$ cat config.mk
export PLATFORM = sky130hd
export DESIGN_NAME = binary_to_radix_ascii_top_flat
export DESIGN_NICKNAME = d
export VERILOG_FILES = /design/src/hdl/b2ra_pkg.sv /design/src/hdl/b2ra_in_if.sv /design/src/hdl/b2ra_out_if.sv /design/src/hdl/b2ra_ucode.sv /design/src/hdl/b2ra_datapath.sv /design/src/hdl/binary_to_radix_ascii_top.sv /design/src/flat_wrapper.sv
export SDC_FILE = /design/constraint.sdc
export NUM_CORES = 1
export LEC_CHECK = 0
export BUFFER_PORTS_ARGS = -buffer_cell sky130_fd_sc_hd__buf_2
export CORE_AREA = 10 10 173 175
export CTS_BUF_LIST = sky130_fd_sc_hd__clkbuf_8
export DETAILED_ROUTE_END_ITERATION = 8
export DIE_AREA = 0 0 183 185
export PLACE_DENSITY_LB_ADDON = 0.3
export SLEW_MARGIN = 20
export SYNTH_ARGS = -nofsm -noshare
export SYNTH_HDL_FRONTEND = slang
export SYNTH_HIERARCHICAL = 1
export SYNTH_SLANG_ARGS = --single-unit
$ cat constraint.sdc
create_clock -name clk -period 5.75 [get_ports clk]
set_clock_uncertainty 0.15 [all_clocks]
set_input_delay 0.575 -clock clk [delete_from_list [all_inputs] [get_ports clk]]
set_output_delay 0.575 -clock clk [all_outputs]
set_load 0.005 [all_outputs]
$ cat src/hdl/b2ra_pkg.sv
// shared types, control-store program and ascii helpers for the radix converter
// used by the microcode sequencer and the datapath; no dependencies
`default_nettype none
package b2ra_pkg;

  localparam logic [6:0] ASCII_ZERO    = 7'd48;
  localparam logic [6:0] ASCII_A       = 7'd65;
  localparam logic [6:0] ASCII_NEWLINE = 7'd10;
  localparam logic [3:0] DIGIT_TEN     = 4'd10;
  localparam logic [4:0] RADIX_MIN     = 5'd2;
  localparam logic [4:0] RADIX_MAX     = 5'd16;
  localparam int unsigned NIB_W        = 4;

  typedef enum logic [2:0] {
    OP_LOAD,
    OP_DIV_START,
    OP_DIV_STEP,
    OP_STORE,
    OP_READ,
    OP_EMIT_DIGIT,
    OP_EMIT_NL
  } op_t;

  typedef enum logic [2:0] {
    C_ALWAYS,
    C_NO_INPUT,
    C_DIV_DONE,
    C_NIB_MORE,
    C_COUNT_ZERO,
    C_OUT_BUSY
  } cond_t;

  typedef logic [2:0] step_t;

  localparam step_t STEP_LOAD      = 3'd0;
  localparam step_t STEP_DIV_START = 3'd1;
  localparam step_t STEP_DIV_STEP  = 3'd2;
  localparam step_t STEP_STORE     = 3'd3;
  localparam step_t STEP_READ      = 3'd4;
  localparam step_t STEP_EMIT      = 3'd5;
  localparam step_t STEP_NEWLINE   = 3'd6;

  typedef struct packed {
    op_t   op;
    cond_t cond;
    step_t tgt_true;
    step_t tgt_false;
  } ctl_word_t;

  typedef struct packed {
    logic no_input;
    logic div_done;
    logic nib_more;
    logic count_zero;
    logic out_busy;
  } status_t;

  // control store: jump to tgt_true when the condition holds, else tgt_false
  function automatic ctl_word_t ucode_rom(step_t pc);
    ctl_word_t w;
    unique case (pc)
      STEP_LOAD:      w = '{OP_LOAD,       C_NO_INPUT,   STEP_LOAD,     STEP_DIV_START};
      STEP_DIV_START: w = '{OP_DIV_START,  C_DIV_DONE,   STEP_READ,     STEP_DIV_STEP};
      STEP_DIV_STEP:  w = '{OP_DIV_STEP,   C_NIB_MORE,   STEP_DIV_STEP, STEP_STORE};
      STEP_STORE:     w = '{OP_STORE,      C_ALWAYS,     STEP_DIV_START, STEP_DIV_START};
      STEP_READ:      w = '{OP_READ,       C_COUNT_ZERO, STEP_NEWLINE,  STEP_EMIT};
      STEP_EMIT:      w = '{OP_EMIT_DIGIT, C_OUT_BUSY,   STEP_EMIT,     STEP_READ};
      STEP_NEWLINE:   w = '{OP_EMIT_NL,    C_OUT_BUSY,   STEP_NEWLINE,  STEP_LOAD};
      default:        w = '{OP_LOAD,       C_ALWAYS,     STEP_LOAD,     STEP_LOAD};
    endcase
    return w;
  endfunction

  function automatic logic [6:0] digit_to_ascii(logic [3:0] d);
    logic [6:0] c;
    if (d < DIGIT_TEN) begin
      c = ASCII_ZERO + 7'(d);
    end else begin
      c = ASCII_A + 7'(d - DIGIT_TEN);
    end
    return c;
  endfunction

endpackage
`default_nettype wire

$ cat src/hdl/b2ra_in_if.sv
// input channel: number and target radix with valid/ready
// no dependencies
`default_nettype none
interface b2ra_in_if #(parameter int VALUE_BITS = 32);
  logic                  valid;
  logic                  ready;
  logic [VALUE_BITS-1:0] value;
  logic [4:0]            radix;

  modport source (output valid, value, radix, input ready);
  modport sink   (input valid, value, radix, output ready);
endinterface
`default_nettype wire

$ cat src/hdl/b2ra_out_if.sv
// output channel: one ascii character per word with last and error flags
// no dependencies
`default_nettype none
interface b2ra_out_if;
  logic       valid;
  logic       ready;
  logic [6:0] char_out;
  logic       last;
  logic       bad_radix;

  modport source (output valid, char_out, last, bad_radix, input ready);
  modport sink   (input valid, char_out, last, bad_radix, output ready);
endinterface
`default_nettype wire

$ cat src/hdl/b2ra_ucode.sv
// step counter and control store of the converter
// depends on b2ra_pkg
`default_nettype none
module b2ra_ucode (
  input  wire logic               clk,
  input  wire logic               rst,
  input  wire b2ra_pkg::status_t  status,
  output b2ra_pkg::op_t           op
);

  b2ra_pkg::step_t     pc;
  b2ra_pkg::step_t     pc_next;
  b2ra_pkg::ctl_word_t ctl;
  logic                take;

  assign ctl = b2ra_pkg::ucode_rom(pc);
  assign op  = ctl.op;

  always_comb begin
    unique case (ctl.cond)
      b2ra_pkg::C_ALWAYS:     take = 1'b1;
      b2ra_pkg::C_NO_INPUT:   take = status.no_input;
      b2ra_pkg::C_DIV_DONE:   take = status.div_done;
      b2ra_pkg::C_NIB_MORE:   take = status.nib_more;
      b2ra_pkg::C_COUNT_ZERO: take = status.count_zero;
      b2ra_pkg::C_OUT_BUSY:   take = status.out_busy;
      default:                take = 1'b1;
    endcase
    pc_next = take ? ctl.tgt_true : ctl.tgt_false;
  end

  always_ff @(posedge clk) begin
    if (rst) begin
      pc <= b2ra_pkg::STEP_LOAD;
    end else begin
      pc <= pc_next;
    end
  end

endmodule
`default_nettype wire

$ cat src/hdl/b2ra_datapath.sv
// datapath: nibble-serial divider, digit memory, output word register
// depends on b2ra_pkg, b2ra_in_if, b2ra_out_if
`default_nettype none
module b2ra_datapath #(
  parameter int VALUE_BITS = 32
) (
  input  wire logic               clk,
  input  wire logic               rst,
  input  wire b2ra_pkg::op_t      op,
  output b2ra_pkg::status_t       status,
  b2ra_in_if.sink                 din,
  b2ra_out_if.source              dout
);

  localparam int QW    = VALUE_BITS - 1;
  localparam int DEPTH = VALUE_BITS - 1;
  localparam int NIB   = (QW + 3) / 4;
  localparam int QPAD  = NIB * 4;
  localparam int CW    = $clog2(DEPTH + 1);
  localparam int IW    = $clog2(DEPTH);
  localparam int NW    = (NIB > 1) ? $clog2(NIB) : 1;

  logic [QPAD-1:0] quot;
  logic [3:0]      rem;
  logic [4:0]      radix_q;
  logic            bad;
  logic [CW-1:0]   count;
  logic [NW-1:0]   nib_cnt;
  logic [3:0]      rd_data;
  logic [3:0]      mem [DEPTH];

  logic            accept;
  logic            radix_ok;
  logic            out_busy;
  logic            count_zero;
  logic [7:0]      partial;
  logic [8:0]      prod;
  logic [7:0]      sub;
  logic [3:0]      qdig;
  logic [3:0]      rem_full;
  logic [CW-1:0]   count_dec;

  assign din.ready  = (op == b2ra_pkg::OP_LOAD);
  assign accept     = din.valid && din.ready;
  assign radix_ok   = (din.radix >= b2ra_pkg::RADIX_MIN) && (din.radix <= b2ra_pkg::RADIX_MAX);
  assign out_busy   = dout.valid && !dout.ready;
  assign count_zero = (count == '0);
  assign count_dec  = count - CW'(1);

  assign status.no_input   = !din.valid;
  assign status.div_done   = (quot == '0) || (count == CW'(DEPTH));
  assign status.nib_more   = (nib_cnt != NW'(NIB - 1));
  assign status.count_zero = count_zero;
  assign status.out_busy   = out_busy;

  // one radix-16 long-division step: largest k with k*radix <= partial
  always_comb begin
    partial = {rem, quot[QPAD-1 -: 4]};
    qdig    = '0;
    sub     = '0;
    for (int k = 1; k < 16; k++) begin
      prod = 9'(k) * 9'(radix_q);
      if ({1'b0, partial} >= prod) begin
        qdig = 4'(k);
        sub  = prod[7:0];
      end
    end
    rem_full = 4'(partial - sub);
  end

  always_ff @(posedge clk) begin
    if (rst) begin
      count   <= '0;
      quot    <= '0;
      rem     <= '0;
      nib_cnt <= '0;
      bad     <= 1'b0;
      radix_q <= '0;
    end else begin
      unique case (op)
        b2ra_pkg::OP_LOAD: begin
          if (accept) begin
            bad     <= !radix_ok;
            radix_q <= din.radix;
            count   <= '0;
            quot    <= (radix_ok && !din.value[VALUE_BITS-1]) ?
                       QPAD'(din.value[QW-1:0]) : '0;
          end
        end
        b2ra_pkg::OP_DIV_START: begin
          rem     <= '0;
          nib_cnt <= '0;
        end
        b2ra_pkg::OP_DIV_STEP: begin
          quot    <= {quot[QPAD-5:0], qdig};
          rem     <= rem_full;
          nib_cnt <= nib_cnt + NW'(1);
        end
        b2ra_pkg::OP_STORE: count <= count + CW'(1);
        b2ra_pkg::OP_READ: begin
          if (!count_zero) begin
            count <= count_dec;
          end
        end
        default: begin
        end
      endcase
    end
  end

  always_ff @(posedge clk) begin
    if (op == b2ra_pkg::OP_STORE) begin
      mem[count[IW-1:0]] <= rem;
    end
    if (op == b2ra_pkg::OP_READ && !count_zero) begin
      rd_data <= mem[count_dec[IW-1:0]];
    end
  end

  // output word register
  always_ff @(posedge clk) begin
    if (rst) begin
      dout.valid <= 1'b0;
    end else if (op == b2ra_pkg::OP_EMIT_DIGIT && !out_busy) begin
      dout.valid <= 1'b1;
    end else if (op == b2ra_pkg::OP_EMIT_NL && !out_busy) begin
      dout.valid <= 1'b1;
    end else if (dout.ready) begin
      dout.valid <= 1'b0;
    end
  end

  always_ff @(posedge clk) begin
    if (op == b2ra_pkg::OP_EMIT_DIGIT && !out_busy) begin
      dout.char_out  <= b2ra_pkg::digit_to_ascii(rd_data);
      dout.last      <= 1'b0;
      dout.bad_radix <= 1'b0;
    end else if (op == b2ra_pkg::OP_EMIT_NL && !out_busy) begin
      dout.char_out  <= b2ra_pkg::ASCII_NEWLINE;
      dout.last      <= 1'b1;
      dout.bad_radix <= bad;
    end
  end

  a_rem_below_radix: assert property (@(posedge clk) disable iff (rst)
    op == b2ra_pkg::OP_DIV_STEP |=> rem < radix_q[3:0] || radix_q == b2ra_pkg::RADIX_MAX)
    else $error("remainder not below radix");

  a_count_bound: assert property (@(posedge clk) disable iff (rst)
    count <= CW'(DEPTH))
    else $error("digit count past store depth");

  a_valid_from_emit: assert property (@(posedge clk) disable iff (rst)
    $rose(dout.valid) |-> $past(op == b2ra_pkg::OP_EMIT_DIGIT || op == b2ra_pkg::OP_EMIT_NL))
    else $error("output word without emit step");

  a_bad_no_digits: assert property (@(posedge clk) disable iff (rst)
    bad && op == b2ra_pkg::OP_READ |-> count_zero)
    else $error("digits held for bad radix");

endmodule
`default_nettype wire

$ cat src/hdl/binary_to_radix_ascii_top.sv
// top level of the integer to radix-n ascii converter
// depends on b2ra_pkg, b2ra_in_if, b2ra_out_if, b2ra_ucode, b2ra_datapath
//
// din takes one word: a two's complement number and a radix. dout gives the
// digits of the number in that radix, most significant first, as ascii
// '0'-'9' / 'A'-'F', then a newline word with last set. zero or negative
// numbers give the newline only; a radix outside 2..16 gives the newline
// with bad_radix set.
// din.ready is high only while the sequencer waits for a new number, so one
// conversion runs at a time. each digit takes one division by the
// nibble-serial divider: a start step, NIB = ceil((VALUE_BITS-1)/4) nibble
// steps and a store step; each character then takes a digit memory read and
// an output register load. a number gives at most VALUE_BITS-1 digits, so
// up to 31 digits at 32 bits.
// a stalled dout holds the sequencer at its emit step; the waiting word stays
// in the output register and nothing is lost. the next number is taken after
// the newline has been loaded into the output register.
// reset (rst, synchronous) returns the sequencer to its wait step and drops
// dout.valid; the digit memory is not cleared.
`default_nettype none
module binary_to_radix_ascii_top #(
  parameter int VALUE_BITS = 32
) (
  input wire logic   clk,
  input wire logic   rst,
  b2ra_in_if.sink    din,
  b2ra_out_if.source dout
);

  b2ra_pkg::op_t     op;
  b2ra_pkg::status_t status;

  b2ra_ucode u_ucode (
    .clk    (clk),
    .rst    (rst),
    .status (status),
    .op     (op)
  );

  b2ra_datapath #(
    .VALUE_BITS (VALUE_BITS)
  ) u_datapath (
    .clk    (clk),
    .rst    (rst),
    .op     (op),
    .status (status),
    .din    (din),
    .dout   (dout)
  );

endmodule
`default_nettype wire
$ cat src/flat_wrapper.sv
// flat-port wrapper written by rule: the top's interface ports become plain ports
module binary_to_radix_ascii_top_flat 
#(
  parameter int VALUE_BITS = 32
)
  (clk, rst, din_valid, din_value, din_radix, din_ready, dout_valid, dout_char_out, dout_last, dout_bad_radix, dout_ready);
  b2ra_in_if #(.VALUE_BITS(VALUE_BITS)) din_i ();
  b2ra_out_if dout_i ();
  input wire logic clk;
  input wire logic rst;
  input wire logic [$bits(din_i.valid)-1:0] din_valid;
  input wire logic [$bits(din_i.value)-1:0] din_value;
  input wire logic [$bits(din_i.radix)-1:0] din_radix;
  output wire logic [$bits(din_i.ready)-1:0] din_ready;
  output wire logic [$bits(dout_i.valid)-1:0] dout_valid;
  output wire logic [$bits(dout_i.char_out)-1:0] dout_char_out;
  output wire logic [$bits(dout_i.last)-1:0] dout_last;
  output wire logic [$bits(dout_i.bad_radix)-1:0] dout_bad_radix;
  input wire logic [$bits(dout_i.ready)-1:0] dout_ready;
  assign din_i.valid = din_valid;
  assign din_i.value = din_value;
  assign din_i.radix = din_radix;
  assign din_ready = din_i.ready;
  assign dout_valid = dout_i.valid;
  assign dout_char_out = dout_i.char_out;
  assign dout_last = dout_i.last;
  assign dout_bad_radix = dout_i.bad_radix;
  assign dout_i.ready = dout_ready;
  binary_to_radix_ascii_top #(.VALUE_BITS(VALUE_BITS)) u_core (.clk(clk), .rst(rst), .din(din_i), .dout(dout_i));
endmodule
Word level (Yosys, flattened, before mapping)
Memories as Yosys holds them, arrays and structs flattened. A register that Yosys moved wholly into a read port is not among the register bits. Cells that the tools add are included.

$lt $le $gt $ge: 18. Mux-type cells: 49. Add/subtract/negate cells: 7. Eq/ne operators: 21. Reduce and logical (&&, ||, !) cells: 26. $mul: 11.

Operators with widths (number): 2-to-1 mux 4 bit (29); one-hot mux 12 bit (7 select lines) (1); one-hot mux 32 bit (2 select lines) (1); >= comparator 8 x 9 -> 1 bit (7); multiplier 4 x 5 -> 9 bit, first input constant (4); >= comparator 8 bit (4); zero test 32 bit (1); multiplier 3 x 5 -> 8 bit, first input constant (4); 2-to-1 mux 32 bit (1); 2-to-1 mux 31 bit (1); equality test 3 bit, second input constant (8); multiplier 2 x 5 -> 7 bit, first input constant (3); 2-to-1 mux 7 bit (3); equality test 3 x 2 -> 1 bit, second input constant (6); >= comparator 8 x 7 -> 1 bit (2); one-hot mux 5 bit (3 select lines) (1); 2-to-1 mux 5 bit (2); equality test 3 x 1 -> 1 bit, second input constant (3); >= comparator 8 x 5 -> 1 bit (1); >= comparator 8 x 6 -> 1 bit (1); one-hot mux 4 bit (2 select lines) (1); adder 6 x 4 -> 7 bit, first input constant (1); adder 7 bit, first input constant (1); logical AND 1 bit (7); 24 further kinds (39).

Register bits after elaboration: 63. Logic and storage cells: 144. Output and inout port bits: 11. Bits of input ports: 41. Bits in writable memories: 124. Memories kept: 1.

Memory list: u_core.u_datapath.mem (words 31, width 4, read ports 1, clocked after Yosys merged registers in 1, wr ports 1, RTL line b2ra_datapath.sv:30) `logic [3:0] mem [DEPTH];`.

Logic depth before layout (Yosys ltp)
Gate-level depths: netlist (run 1).

Word-level depth: 18. Depth in mapped cells: 25. Gate-level depth less buffers: 25.

By module
The synthesis (run 1) kept the hierarchy.

By module, submodules not included: b2ra_datapath (sequential area each 5114.9 um2, area an instance 11586.1 um2, cells each 1019, instances 1); b2ra_ucode (sequential area each 60.1 um2, area an instance 207.7 um2, cells each 26, instances 1).

Least setup slack after synthesis (run 1)
OpenSTA, ideal clock, no wires.

Kind: register -> register. Start: register u_core.u_datapath.radix_q[2]. End: register u_core.u_datapath.rem[3]. Stages on the path, launching flop included: 20. Path buffers: 1. Slack: 0.779 ns. Data required time: 5.469 ns. Arrival time: 4.691 ns. Period minus slack after synthesis: 4.971 ns. Library setup time: 0.131 ns. Cells stage by stage: dfxtp_1 fa_1 fa_1 ha_1 a21o_1 a21oi_1 o21bai_1 a21oi_1 xor2_1 ha_1 o21a_1 o211ai_1 clkbuf_1 mux2_2 o21ai_0 ha_1 a21oi_1 xnor2_1 xnor2_1 o22ai_1.

Cells in the longest elaborated chain, start to end: 18. Elaborated cells between the ends (all ways): 43. Those cells by class: add/sub (1); mul (11); order compare (15); mux (16).

RTL lines: start: declaration (RTL line b2ra_datapath.sv:25) `logic [4:0] radix_q;`; start signal: assignment (RTL line b2ra_datapath.sv:84) `radix_q <= din.radix;`; branches (longest 15 deep; another with >= comparator 8 x 7 -> 1 bit); 2-to-1 mux 4 bit * (RTL line b2ra_datapath.sv:63) `if ({1'b0, partial} >= prod) begin`; subtractor 4 bit * (RTL line b2ra_datapath.sv:68) `rem_full = 4'(partial - sub);`; one-hot mux 4 bit (2 select lines) * (RTL line b2ra_datapath.sv:80) `unique case (op)`; end signal: assignment (RTL line b2ra_datapath.sv:96) `rem <= rem_full;`; end: declaration (RTL line b2ra_datapath.sv:24) `logic [3:0] rem;`.

Mark *: on every way between the ends. A chain may end at the register's enable or synchronous reset.

Worst setup path in the final report (run 1)
Start: register u_core.u_datapath.radix_q[3]. End: register u_core.u_datapath.rem[3].

Same word-level chain as after synthesis.

==> qor.csv, run 1 <==
metric;value;unit
yosysTopAreaCellShare;34.4;%
rsz0062_at_grt;no;
dieArea;33900;um^2
drt-total-wl;28200;um
synth_area_per_cell;11.3;um^2
avgViaCountPerCell;5.88;
fin_tns_setup;0;ns
crit_chain;ha_1 -> fa_1 -> ha_1 -> a21oi_1 -> inv_1 -> a21oi_1 -> nor2_1 -> nor2_1 -> xor2_1 -> ha_1 -> o21a_1 -> o21ai_0 -> a31oi_1 -> nand3_1 -> nand2_1 -> a21oi_1 -> nand3_1 -> o221ai_1 -> ha_1 -> a21o_1 -> a21oi_1 -> xnor2_1 -> xnor2_1 -> o22ai_1;
diodes;0;
cts_sinks;191;
fin_util;48.4;%
synth_common_cells;edfxtp_1 (135), ha_1 (131), nor2_1 (121), a21oi_1 (66), inv_1 (61);
arrival;5.53;ns
hpwlAfterDp;20800;um
seq_area_frac_synth;43.9;%
min_to;u_core/u_datapath/quot[18]$_SDFFE_PP0P_;
critPathSlowestCell;dfxtp_1;
clockBufferDepth;2;
drtPass1Iterations;9;
whs_path_depth;3;
drv_cap;0;
async_reset_ff_share;0;%
reg2reg_depth;24;
cts-htree-levels;4;
synth_largest_area_cell;edfxtp_1;
grt_first_pass_wirelength;45300;um
routedWlPerCell;19.5;um
worstSkewPairLatency;0.46;ns
setup_ws;0.388;ns
ios;52;
initial_core_util;44.4;%
fmax;186;MHz
crit_path_max_incr_delay;0.72;ns
clkSlewWorstSetupHoldPaths;0.12;ns
hold_class;primary input to register;
antenna_left;0;
path_max_fanout;11;
fin_crit_sh;93.3;%
worst_ep_required_time;5.92;ns
crit_path_end_kind;register;
irDropWorstVdd;338;uV
netlist_area;11800;um^2
cts_tree;yes;
syn_to_final_growth;9.17;%
reg2reg_to;u_core/u_datapath/rem[3]$_SDFFE_PP0P_;
vias;8518;
synth.area.top_cells;edfxtp_1 (34%), ha_1 (14%), dfxtp_1 (9.5%);
globalplace.congestion;0.904;
startpoint_type;register;
root_buffer;clkbuf_8;
grt_pass1_vias;8276;
synth_seq_cells;191;
syn-instance-count;1045;
maxSlewViolCount;0;
grt_max_degree;56;
hold_viol_final;0;
drt_iter0_markers;856;
post-synth-top-count-cell;edfxtp_1;
synthDistinctLibCells;70;
tightestPinTransition;1.01;ns
port_buffers;51;
min-delay-start;din_value[18];
core_area;26600;um^2
track_usage;16.7;%
p_leak;5.00;nW
synth_edf_count;135;
synth_nets;1237;
final_layout_size_suffix_gt1_share;15.0;%
cts_made_buffers;17;
die_y;185;um
dieWidth;183;um
dp_slack;0.501;ns
final-setup-viol-count;0;
rows;60;
ys.flop_type;edfxtp_1;
num-nets-final;1286;
ys.warnings.count;6;
grt_antenna_before_repair;0;
relSlewSlack;32.9;%
grt_overflow;0;
r2r_slack;0.39;ns
drc;0;
min_period;5.36;ns
status;finished clean;
cts_setup_buffers;0;
reg2reg_from;u_core/u_datapath/radix_q[3]$_SDFFE_PP0P_;
critical_path_class;register to register;
cellPowerDensity;476;nW/um^2
==> cells in the final DEF, fill, tap and decap left out, types with 4 or more instances in the layout <==
master / n
edfxtp_1: 135
ha_1: 131
nor2_1: 121
a21oi_1: 66
inv_1: 61
nand2_1: 59
buf_2: 51
dfxtp_1: 51
mux4_2: 36
o21ai_0: 31
a222oi_1: 27
buf_4: 21
xnor2_1: 21
fa_1: 20
nand3_1: 19
nor3_1: 19
clkbuf_8: 17
a21o_1: 17
o21a_1: 14
a31oi_1: 13
nand2b_1: 11
xor2_1: 11
nor4_1: 10
a211oi_1: 9
o211ai_1: 8
a22oi_1: 8
inv_8: 7
nor2b_1: 7
a221oi_1: 6
mux2_2: 6
o31ai_1: 5
mux2i_1: 5
dfxtp_2: 5
o2111ai_1: 4
or3_1: 4
a211o_1: 4
nand4_1: 4
and2_1: 4
==> cells by family after synthesis <==
logic type / count (synthesis) / synth area share [%]
AOI/OAI and AO/OA: 244 / 14.4
xor gates and xnor gates: 32 / 2.38
adders and majority gates: 152 / 17.4
buffers and inverters: 104 / 3.54
DFF: 191 / 43.9
muxes: 47 / 7.87
and+or+nand+nor: 275 / 10.6
==> routing by layer <==
metal / wire (um) / part of all wire [%] / global-route usage, %
met5: 0 / 0 / 0
met4: 592 / 2.1 / 4.92
met3: 1400 / 5.0 / 2.55
met2: 14000 / 50 / 28.0
met1: 12200 / 43 / 22.0
==> flip-flops by register name (all words and copies together) (netlist names), 2 cells and up, named ones only <==
signal,count
u_core/u_datapath/quot,32
u_core/u_datapath/radix_q,5
u_core/u_datapath/mem,124
u_core/u_datapath/count,5
u_core/u_datapath/rem,4
u_core/u_datapath/rd_data,4
u_core/u_ucode/pc,2
u_core/u_datapath/dout.char_out,7
u_core/u_datapath/nib_cnt,3
==> through the flow <==
stage | hold slack [ns] | instances | power (mW) | cell area, um^2
2_1_floorplan | 0.286 | 1045 | 4.31 | 11800
3_3_place_gp | 0.301 | 1416 | 5.17 | 12500
3_5_place_dp | 0.311 | 1416 | 5.22 | 12500
4_1_cts | 0.165 | 1448 | 6.10 | 12900
5_1_grt | 0.172 | 1448 | 6.63 | 12900
6_report | 0.195 | 1448 | 6.12 | 12900
==> critical path, delay by kind of cell (launching register included) <==
kind            cells  cell delay, ns
compound gates     10            1.42
simple gates        5            0.76
xor+xnor            3            0.45
fa+ha+maj           5            1.67
buf+inv             1            0.06
flops               1            0.72
==> final cells by class <==
| class | instances | area, um^2 |
|---|---|---|
| well taps | 341 | 427 |
| repair buffers | 72 | 413 |
| flip-flops and latches | 191 | 5180 |
| inverters | 62 | 233 |
| fillers | 2477 | 13700 |
| clock inverters | 15 | 170 |
| multi-input cells | 750 | 6220 |
| clock buffers | 17 | 234 |
==> worst max-delay path by stage <==
stage                                                         start                               endpoint  slack (ns)  depth (start not counted)
after detailed placement  u_core/u_datapath/radix_q[1]$_SDFFE_PP0P_  u_core/u_datapath/rem[3]$_SDFFE_PP0P_        0.50                         24
after global placement    u_core/u_datapath/radix_q[3]$_SDFFE_PP0P_  u_core/u_datapath/rem[3]$_SDFFE_PP0P_        0.57                         24
final                     u_core/u_datapath/radix_q[3]$_SDFFE_PP0P_  u_core/u_datapath/rem[3]$_SDFFE_PP0P_        0.39                         24
after floorplan           u_core/u_datapath/radix_q[2]$_SDFFE_PP0P_  u_core/u_datapath/rem[3]$_SDFFE_PP0P_        0.78                         19
after global routing      u_core/u_datapath/radix_q[3]$_SDFFE_PP0P_  u_core/u_datapath/rem[3]$_SDFFE_PP0P_       0.003                         24
after CTS                 u_core/u_datapath/radix_q[1]$_SDFFE_PP0P_  u_core/u_datapath/rem[3]$_SDFFE_PP0P_        0.44                         24
==> power breakdown <==
group	internal, mW	switching (mW)	total [mW]
Sequential	1.63	0.152	1.78
Clock	0.367	0.513	0.880
Combinational	1.44	2.02	3.47
==> timing repair <==
action	in CTS	in global routing
setup endpoints to repair	0	1
hold buffers	0	0
gates resized for setup	0	1
Power figures use the tool's default switching activity.
==> inputs of run 2 (changes only) <==
--- a/config.mk
+++ b/config.mk
@@ -6,10 +6,12 @@
 export NUM_CORES = 1
 export LEC_CHECK = 0
 export BUFFER_PORTS_ARGS = -buffer_cell sky130_fd_sc_hd__buf_2
-export CORE_AREA = 10 10 173 175
+export CELL_PAD_IN_SITES_DETAIL_PLACEMENT = 0
+export CELL_PAD_IN_SITES_GLOBAL_PLACEMENT = 1
+export CORE_AREA = 10 10 156 194
 export CTS_BUF_LIST = sky130_fd_sc_hd__clkbuf_8
 export DETAILED_ROUTE_END_ITERATION = 8
-export DIE_AREA = 0 0 183 185
+export DIE_AREA = 0 0 166 204
 export PLACE_DENSITY_LB_ADDON = 0.3
 export SLEW_MARGIN = 20
 export SYNTH_ARGS = -nofsm -noshare
==> run 2 against run 1 <==
First-iteration DRC count fell by 22%. Global-route usage rose by 0.78 points. Maximum frequency rose by 0.37%. Utilization rose by 0.11 points. Total power rose by 0.90%. Via count fell by 0.43%. Combinational power rose by 1%. Die area barely moved. Setup slack improved by 0.020 ns. Cell count rose by 0.48%. Hold slack got worse by 0.0099 ns. Sequential power barely moved. Critical path type unchanged. Largest power group unchanged.
==> qor.csv, run 2 (same netlist as run 1, synthesis figures left out) <==
metric;value;unit
grt_max_degree;56;
drt_iter0_markers;669;
hold_viol_final;0;
grt_overflow;0;
startpoint_type;register;
dp_slack;0.388;ns
tightestPinTransition;1.03;ns
clkSlewWorstSetupHoldPaths;0.11;ns
fin_crit_sh;92.9;%
cts_tree;yes;
syn_to_final_growth;9.40;%
seqCellArea;5180;um^2
grt_first_pass_wirelength;47700;um
clockBufferDepth;2;
min_to;u_core/u_datapath/quot[26]$_SDFFE_PP0P_;
avgViaCountPerCell;5.83;
hpwlAfterDp;22000;um
dieArea;33900;um^2
drt-total-wl;29800;um
r2r_slack;0.41;ns
track_usage;17.5;%
maxSlewViolCount;0;
relSlewSlack;31.3;%
routedWlPerCell;20.5;um
min-delay-start;din_value[26];
critical_path_class;register to register;
fillers;2394;
cellPowerDensity;479;nW/um^2
port_buffers;51;
num-nets-final;1289;
arrival;5.52;ns
grt_antenna_before_repair;0;
stdcell_area;12900;um^2
crit_path_end_kind;register;
root_buffer;clkbuf_8;
dieWidth;166;um
fmax;187;MHz
hold_class;primary input to register;
final_layout_size_suffix_gt1_share;15.1;%
p_clk_share;14.3;%
drtPass1Iterations;8;
worst_ep_required_time;5.92;ns
power_frac_seq;29.0;%
ios;52;
cts_setup_buffers;0;
cts_made_buffers;17;
p_leak;5.01;nW
vias;8481;
final-setup-viol-count;0;
diodes;0;
worstSkewPairLatency;0.47;ns
antenna_left;0;
crit_path_max_incr_delay;0.53;ns
setup_ws;0.407;ns
power_switching_share;43.6;%
fin_tns_setup;0;ns
drc;0;
core_area;26600;um^2
rsz0062_at_grt;no;
critPathSlowestCell;dfxtp_1;
globalplace.congestion;0.887;
rows;67;
p_sw;2.69;mW
cts-htree-levels;4;
status;finished clean;
cts_sinks;191;
postCtsHoldBufs;0;
placed_area;12500;um^2
p_comb_share;56.8;%
whs_path_depth;3;
irDropWorstVdd;325;uV
post_cts_resized;0;
layout_common_cells;edfxtp_1 (135), ha_1 (130), nor2_1 (120);
initial_core_util;44.4;%
largest_register_ff_count;124;
multi_input_area;6230;um^2
die_y;204;um
reg2reg_depth;25;
reg2reg_to;u_core/u_datapath/rem[3]$_SDFFE_PP0P_;
path_max_fanout;9;
grt_pass1_vias;8679;
layout_commonest_cell;edfxtp_1;
min_period;5.34;ns
reg2reg_from;u_core/u_datapath/radix_q[1]$_SDFFE_PP0P_;
drv_cap;0;
p_int;3.49;mW
[run 2: cell count changes in the layout (fill, tap and decap cells not counted), sizes merged]
cell | before | now
bufinv | 1 | 2
inv | 70 | 68
clkinv | 2 | 4
buf | 72 | 75
clkinvlp | 4 | 3
[run 2: worst max-delay path by stage]
| stage | cells past startpoint | start | endpoint | slack [ns] |
|---|---|---|---|---|
| 6_report | 25 | u_core/u_datapath/radix_q[1]$_SDFFE_PP0P_ | u_core/u_datapath/rem[3]$_SDFFE_PP0P_ | 0.41 |
| 2_1_floorplan | 19 | u_core/u_datapath/radix_q[2]$_SDFFE_PP0P_ | u_core/u_datapath/rem[3]$_SDFFE_PP0P_ | 0.78 |
| 3_3_place_gp | 23 | u_core/u_datapath/radix_q[1]$_SDFFE_PP0P_ | u_core/u_datapath/rem[3]$_SDFFE_PP0P_ | 0.46 |
| 5_1_grt | 22 | u_core/u_datapath/radix_q[1]$_SDFFE_PP0P_ | u_core/u_datapath/rem[3]$_SDFFE_PP0P_ | 0.04 |
| 3_5_place_dp | 23 | u_core/u_datapath/radix_q[1]$_SDFFE_PP0P_ | u_core/u_datapath/rem[3]$_SDFFE_PP0P_ | 0.39 |
| 4_1_cts | 23 | u_core/u_datapath/radix_q[1]$_SDFFE_PP0P_ | u_core/u_datapath/rem[3]$_SDFFE_PP0P_ | 0.33 |
[run 2: layout make-up]
cell class | count | share of cell area [%]
Clock buffer | 17 | 1.81
Clock inverter | 15 | 1.24
Inverter | 62 | 1.80
Multi-Input combinational cell | 750 | 48.3
Sequential cell | 191 | 40.2
Tap cell | 345 | 3.35
Timing Repair Buffer | 75 | 3.37
[run 2: per-stage QoR]
step           utilization, %  power, mW  instances  hold slack [ns]
6_report                 48.6       6.18       1455            0.185
5_1_grt                  48.6       6.68       1455            0.166
4_1_cts                  48.5       6.17       1455            0.159
3_5_place_dp             47.0       5.29       1423            0.315
3_3_place_gp             47.0       5.26       1423            0.305
2_1_floorplan               -       4.31       1045            0.286
[run 2: per-layer routing]
metal | up-vias | wire length, um | track usage [%]
li1 | 4079 | - | -
met2 | 204 | 15900 | 32.0
met1 | 4159 | 12300 | 20.8
met4 | 0 | 695 | 5.89
met3 | 39 | 954 | 2.23
met5 | - | 0 | 0
[run 2: critical path, delay by kind of cell, from the launching register on]
kind,cells,cell delay [ns]
compound gates,9,1.36
xor+xnor,3,0.46
flops,1,0.53
simple gates,5,0.54
fa+ha+maj,5,1.65
buf+inv,3,0.51
[run 2: power groups by stage]
stage | sequential (mW) | combinational (mW) | clock (mW)
finish | 1.79 | 3.51 | 0.882
global route | 1.81 | 3.92 | 0.956
CTS | 1.79 | 3.49 | 0.896
detailed placement | 1.82 | 3.47 | 0
global placement | 1.82 | 3.44 | 0
floorplan | 1.78 | 2.53 | 0
==> inputs of run 3 (changes only) <==
--- a/config.mk
+++ b/config.mk
@@ -8,13 +8,13 @@
 export BUFFER_PORTS_ARGS = -buffer_cell sky130_fd_sc_hd__buf_2
 export CELL_PAD_IN_SITES_DETAIL_PLACEMENT = 0
 export CELL_PAD_IN_SITES_GLOBAL_PLACEMENT = 1
-export CORE_AREA = 10 10 156 194
+export CORE_AREA = 10 10 148 184
 export CTS_BUF_LIST = sky130_fd_sc_hd__clkbuf_8
 export DETAILED_ROUTE_END_ITERATION = 8
-export DIE_AREA = 0 0 166 204
+export DIE_AREA = 0 0 158 194
 export PLACE_DENSITY_LB_ADDON = 0.3
+export SKIP_CTS_REPAIR_TIMING = 1
 export SLEW_MARGIN = 20
 export SYNTH_ARGS = -nofsm -noshare
 export SYNTH_HDL_FRONTEND = slang
-export SYNTH_HIERARCHICAL = 1
 export SYNTH_SLANG_ARGS = --single-unit
==> run 3 against run 2 <==
Via count up 2.9%. Hold slack gained 0.053 ns. Die area shrank 9.5%. Synthesized area grew 2.3%. Setup slack worse by 0.071 ns. First-iteration DRC count fell by 2.8%. Routed wire length hardly changed. Total power rose by 13%. Utilization rose by 7.7 points. Largest power group unchanged.
==> qor.csv, run 3 <==
metric;value;unit
holdWs;0.237;ns
fin_util;56.3;%
hpwlAfterDp;21900;um
status;finished clean;
rows;63;
cts-htree-levels;4;
clkSlewWorstSetupHoldPaths;0.11;ns
wl_met1;12100;um
drv_cap;0;
port_buffers;51;
p_leak;5.28;nW
initial_core_util;51.2;%
post-synth-top-count-cell;edfxtp_1;
grt_pass1_vias;8845;
dieWidth;158;um
globalplace.congestion;0.907;
grt_overflow;0;
drtPass1Iterations;5;
routedWlPerCell;20.6;um
cts_made_buffers;17;
synth_area_per_cell;11.2;um^2
ys.warnings.count;0;
dp.cells;1413;
synth_edf_count;135;
synth_seq_cells;191;
die_y;194;um
highest_layer;met4;
worstSkewPairLatency;0.48;ns
arrival;5.63;ns
dieArea;30700;um^2
syn-instance-count;1081;
path_common_cell;ha_1;
largest_register_ff_count;124;
dr_wl_met3;1340;um
grt_max_degree;55;
async_reset_ff_share;0;%
drt-total-wl;29800;um
synth_common_cells;edfxtp_1 (135), ha_1 (131), nor2_1 (127), a21oi_1 (62);
whs_path_depth;3;
final_layout_size_suffix_gt1_share;17.3;%
critPathSlowestCell;fa_1;
avgViaCountPerCell;6.04;
yosysTopAreaCellShare;33.6;%
synth.area.top_cells;edfxtp_1 (34%), ha_1 (14%), dfxtp_1 (9.3%);
synthDistinctLibCells;79;
layout_common_cells;edfxtp_1 (135), ha_1 (130), nor2_1 (126);
antenna_left;0;
clockBufferDepth;2;
ios;52;
hold_class;primary input to register;
core_area;23600;um^2
fin_crit_sh;94.2;%
worst_ep_required_time;5.96;ns
grt_antenna_before_repair;0;
synth_nets;1273;
netlist_area;12100;um^2
startpoint_type;register;
synth_largest_area_cell;edfxtp_1;
drc;0;
final-setup-viol-count;0;
instances_no_fill;1445;
layout_commonest_cell;edfxtp_1;
dp_slack;0.259;ns
cellPowerDensity;527;nW/um^2
num-nets-final;1332;
vias;8727;
seq_area_frac_synth;42.9;%
maxSlewViolCount;0;
hold_viol_final;0;
crit_path_max_incr_delay;0.54;ns
cts_tree;yes;
syn_to_final_growth;9.85;%
critical_path_class;register to register;
min_period;5.41;ns
irDropWorstVdd;240;uV
crit_path_end_kind;register;
track_usage;20.0;%
cts_sinks;191;
drt_iter0_markers;650;
tightestPinTransition;1.10;ns
diodes;0;
relSlewSlack;26.6;%
fmax;185;MHz
setup_ws;0.336;ns
root_buffer;clkbuf_8;
reg2reg_depth;22;
grt_first_pass_wirelength;48200;um
fillers;2047;
path_max_fanout;7;
ys.flop_type;edfxtp_1;
wl_met2;15600;um
crit_chain;ha_1 -> inv_1 -> fa_1 -> inv_1 -> ha_1 -> a21o_1 -> a21oi_1 -> xor2_1 -> ha_1 -> o211a_1 -> o21a_1 -> a41oi_1 -> a211oi_2 -> or2_2 -> or3_1 -> o31a_1 -> ha_1 -> a21o_1 -> a21oi_1 -> xnor2_1 -> xnor2_1 -> a31o_1;
p_total;6.98;mW
-- run 3: worst paths after layout --
check | start | slack (ns) | to
max | u_core.u_datapath.radix_q[1]$_SDFFE_PP0P_ | 0.34 | u_core.u_datapath.rem[3]$_SDFFE_PP0P_
min | din_value[9] | 0.24 | u_core.u_datapath.quot[9]$_SDFFE_PP0P_
max reg2reg | u_core.u_datapath.radix_q[1]$_SDFFE_PP0P_ | 0.34 | u_core.u_datapath.rem[3]$_SDFFE_PP0P_
min reg2reg | u_core.u_datapath.dout.bad_radix$_SDFFE_PP0P_ | 0.34 | u_core.u_datapath.dout.bad_radix$_SDFFE_PP0P_
-- run 3: critical path: cells and delay by family (launching register included) --
| family | cells | cell delay, ns |
|---|---|---|
| buffers and inverters | 2 | 0.12 |
| AOI/OAI and AO/OA | 10 | 1.79 |
| and+or+nand+nor | 2 | 0.71 |
| DFF | 1 | 0.39 |
| adders and majority gates | 5 | 1.73 |
| xor gates and xnor gates | 3 | 0.40 |
-- run 3: cell families (layout without fill, tap and decap cells) --
kind of cell | Yosys count | count (layout) | share of synthesized area, %
AND/OR/NAND/NOR | 311 | 311 | 12.0
AO/OA/AOI/OAI | 237 | 237 | 14.2
flip-flops | 191 | 191 | 42.9
adder cells (fa/ha/maj) | 153 | 153 | 17.1
buffers and inverters | 103 | 175 | 3.22
multiplexers | 57 | 57 | 8.53
XOR/XNOR | 29 | 29 | 2.17
-- run 3: report_power, final --
part | switching (mW) | internal (mW) | total (mW) | leakage (nW)
sequential | 0.219 | 1.64 | 1.86 | 1.70
combinational | 2.35 | 1.82 | 4.17 | 3.35
clock | 0.489 | 0.470 | 0.959 | 0.226
-- run 3: cell type report --
type	instances	area (um^2)	area share [%]
Multi-Input combinational cell	787	6540	49.3
Sequential cell	191	5190	39.1
Timing Repair Buffer	85	510	3.85
Tap cell	292	365	2.76
Clock buffer	20	275	2.08
Inverter	58	218	1.64
Clock inverter	12	158	1.19
-- run 3: through the flow --
stage / area, um^2 / TNS [ns]
6_report: 13300 / 0
5_1_grt: 13300 / -0.00230
4_1_cts: 13200 / 0
3_5_place_dp: 12800 / 0
3_3_place_gp: 12800 / 0
2_1_floorplan: 12100 / 0
-- run 3: metal layers --
layer	vias to the layer above	global-route usage (%)
met4	0	7.02
met5	-	0
met1	4208	24.8
met3	42	2.60
met2	244	34.6
li1	4233	-
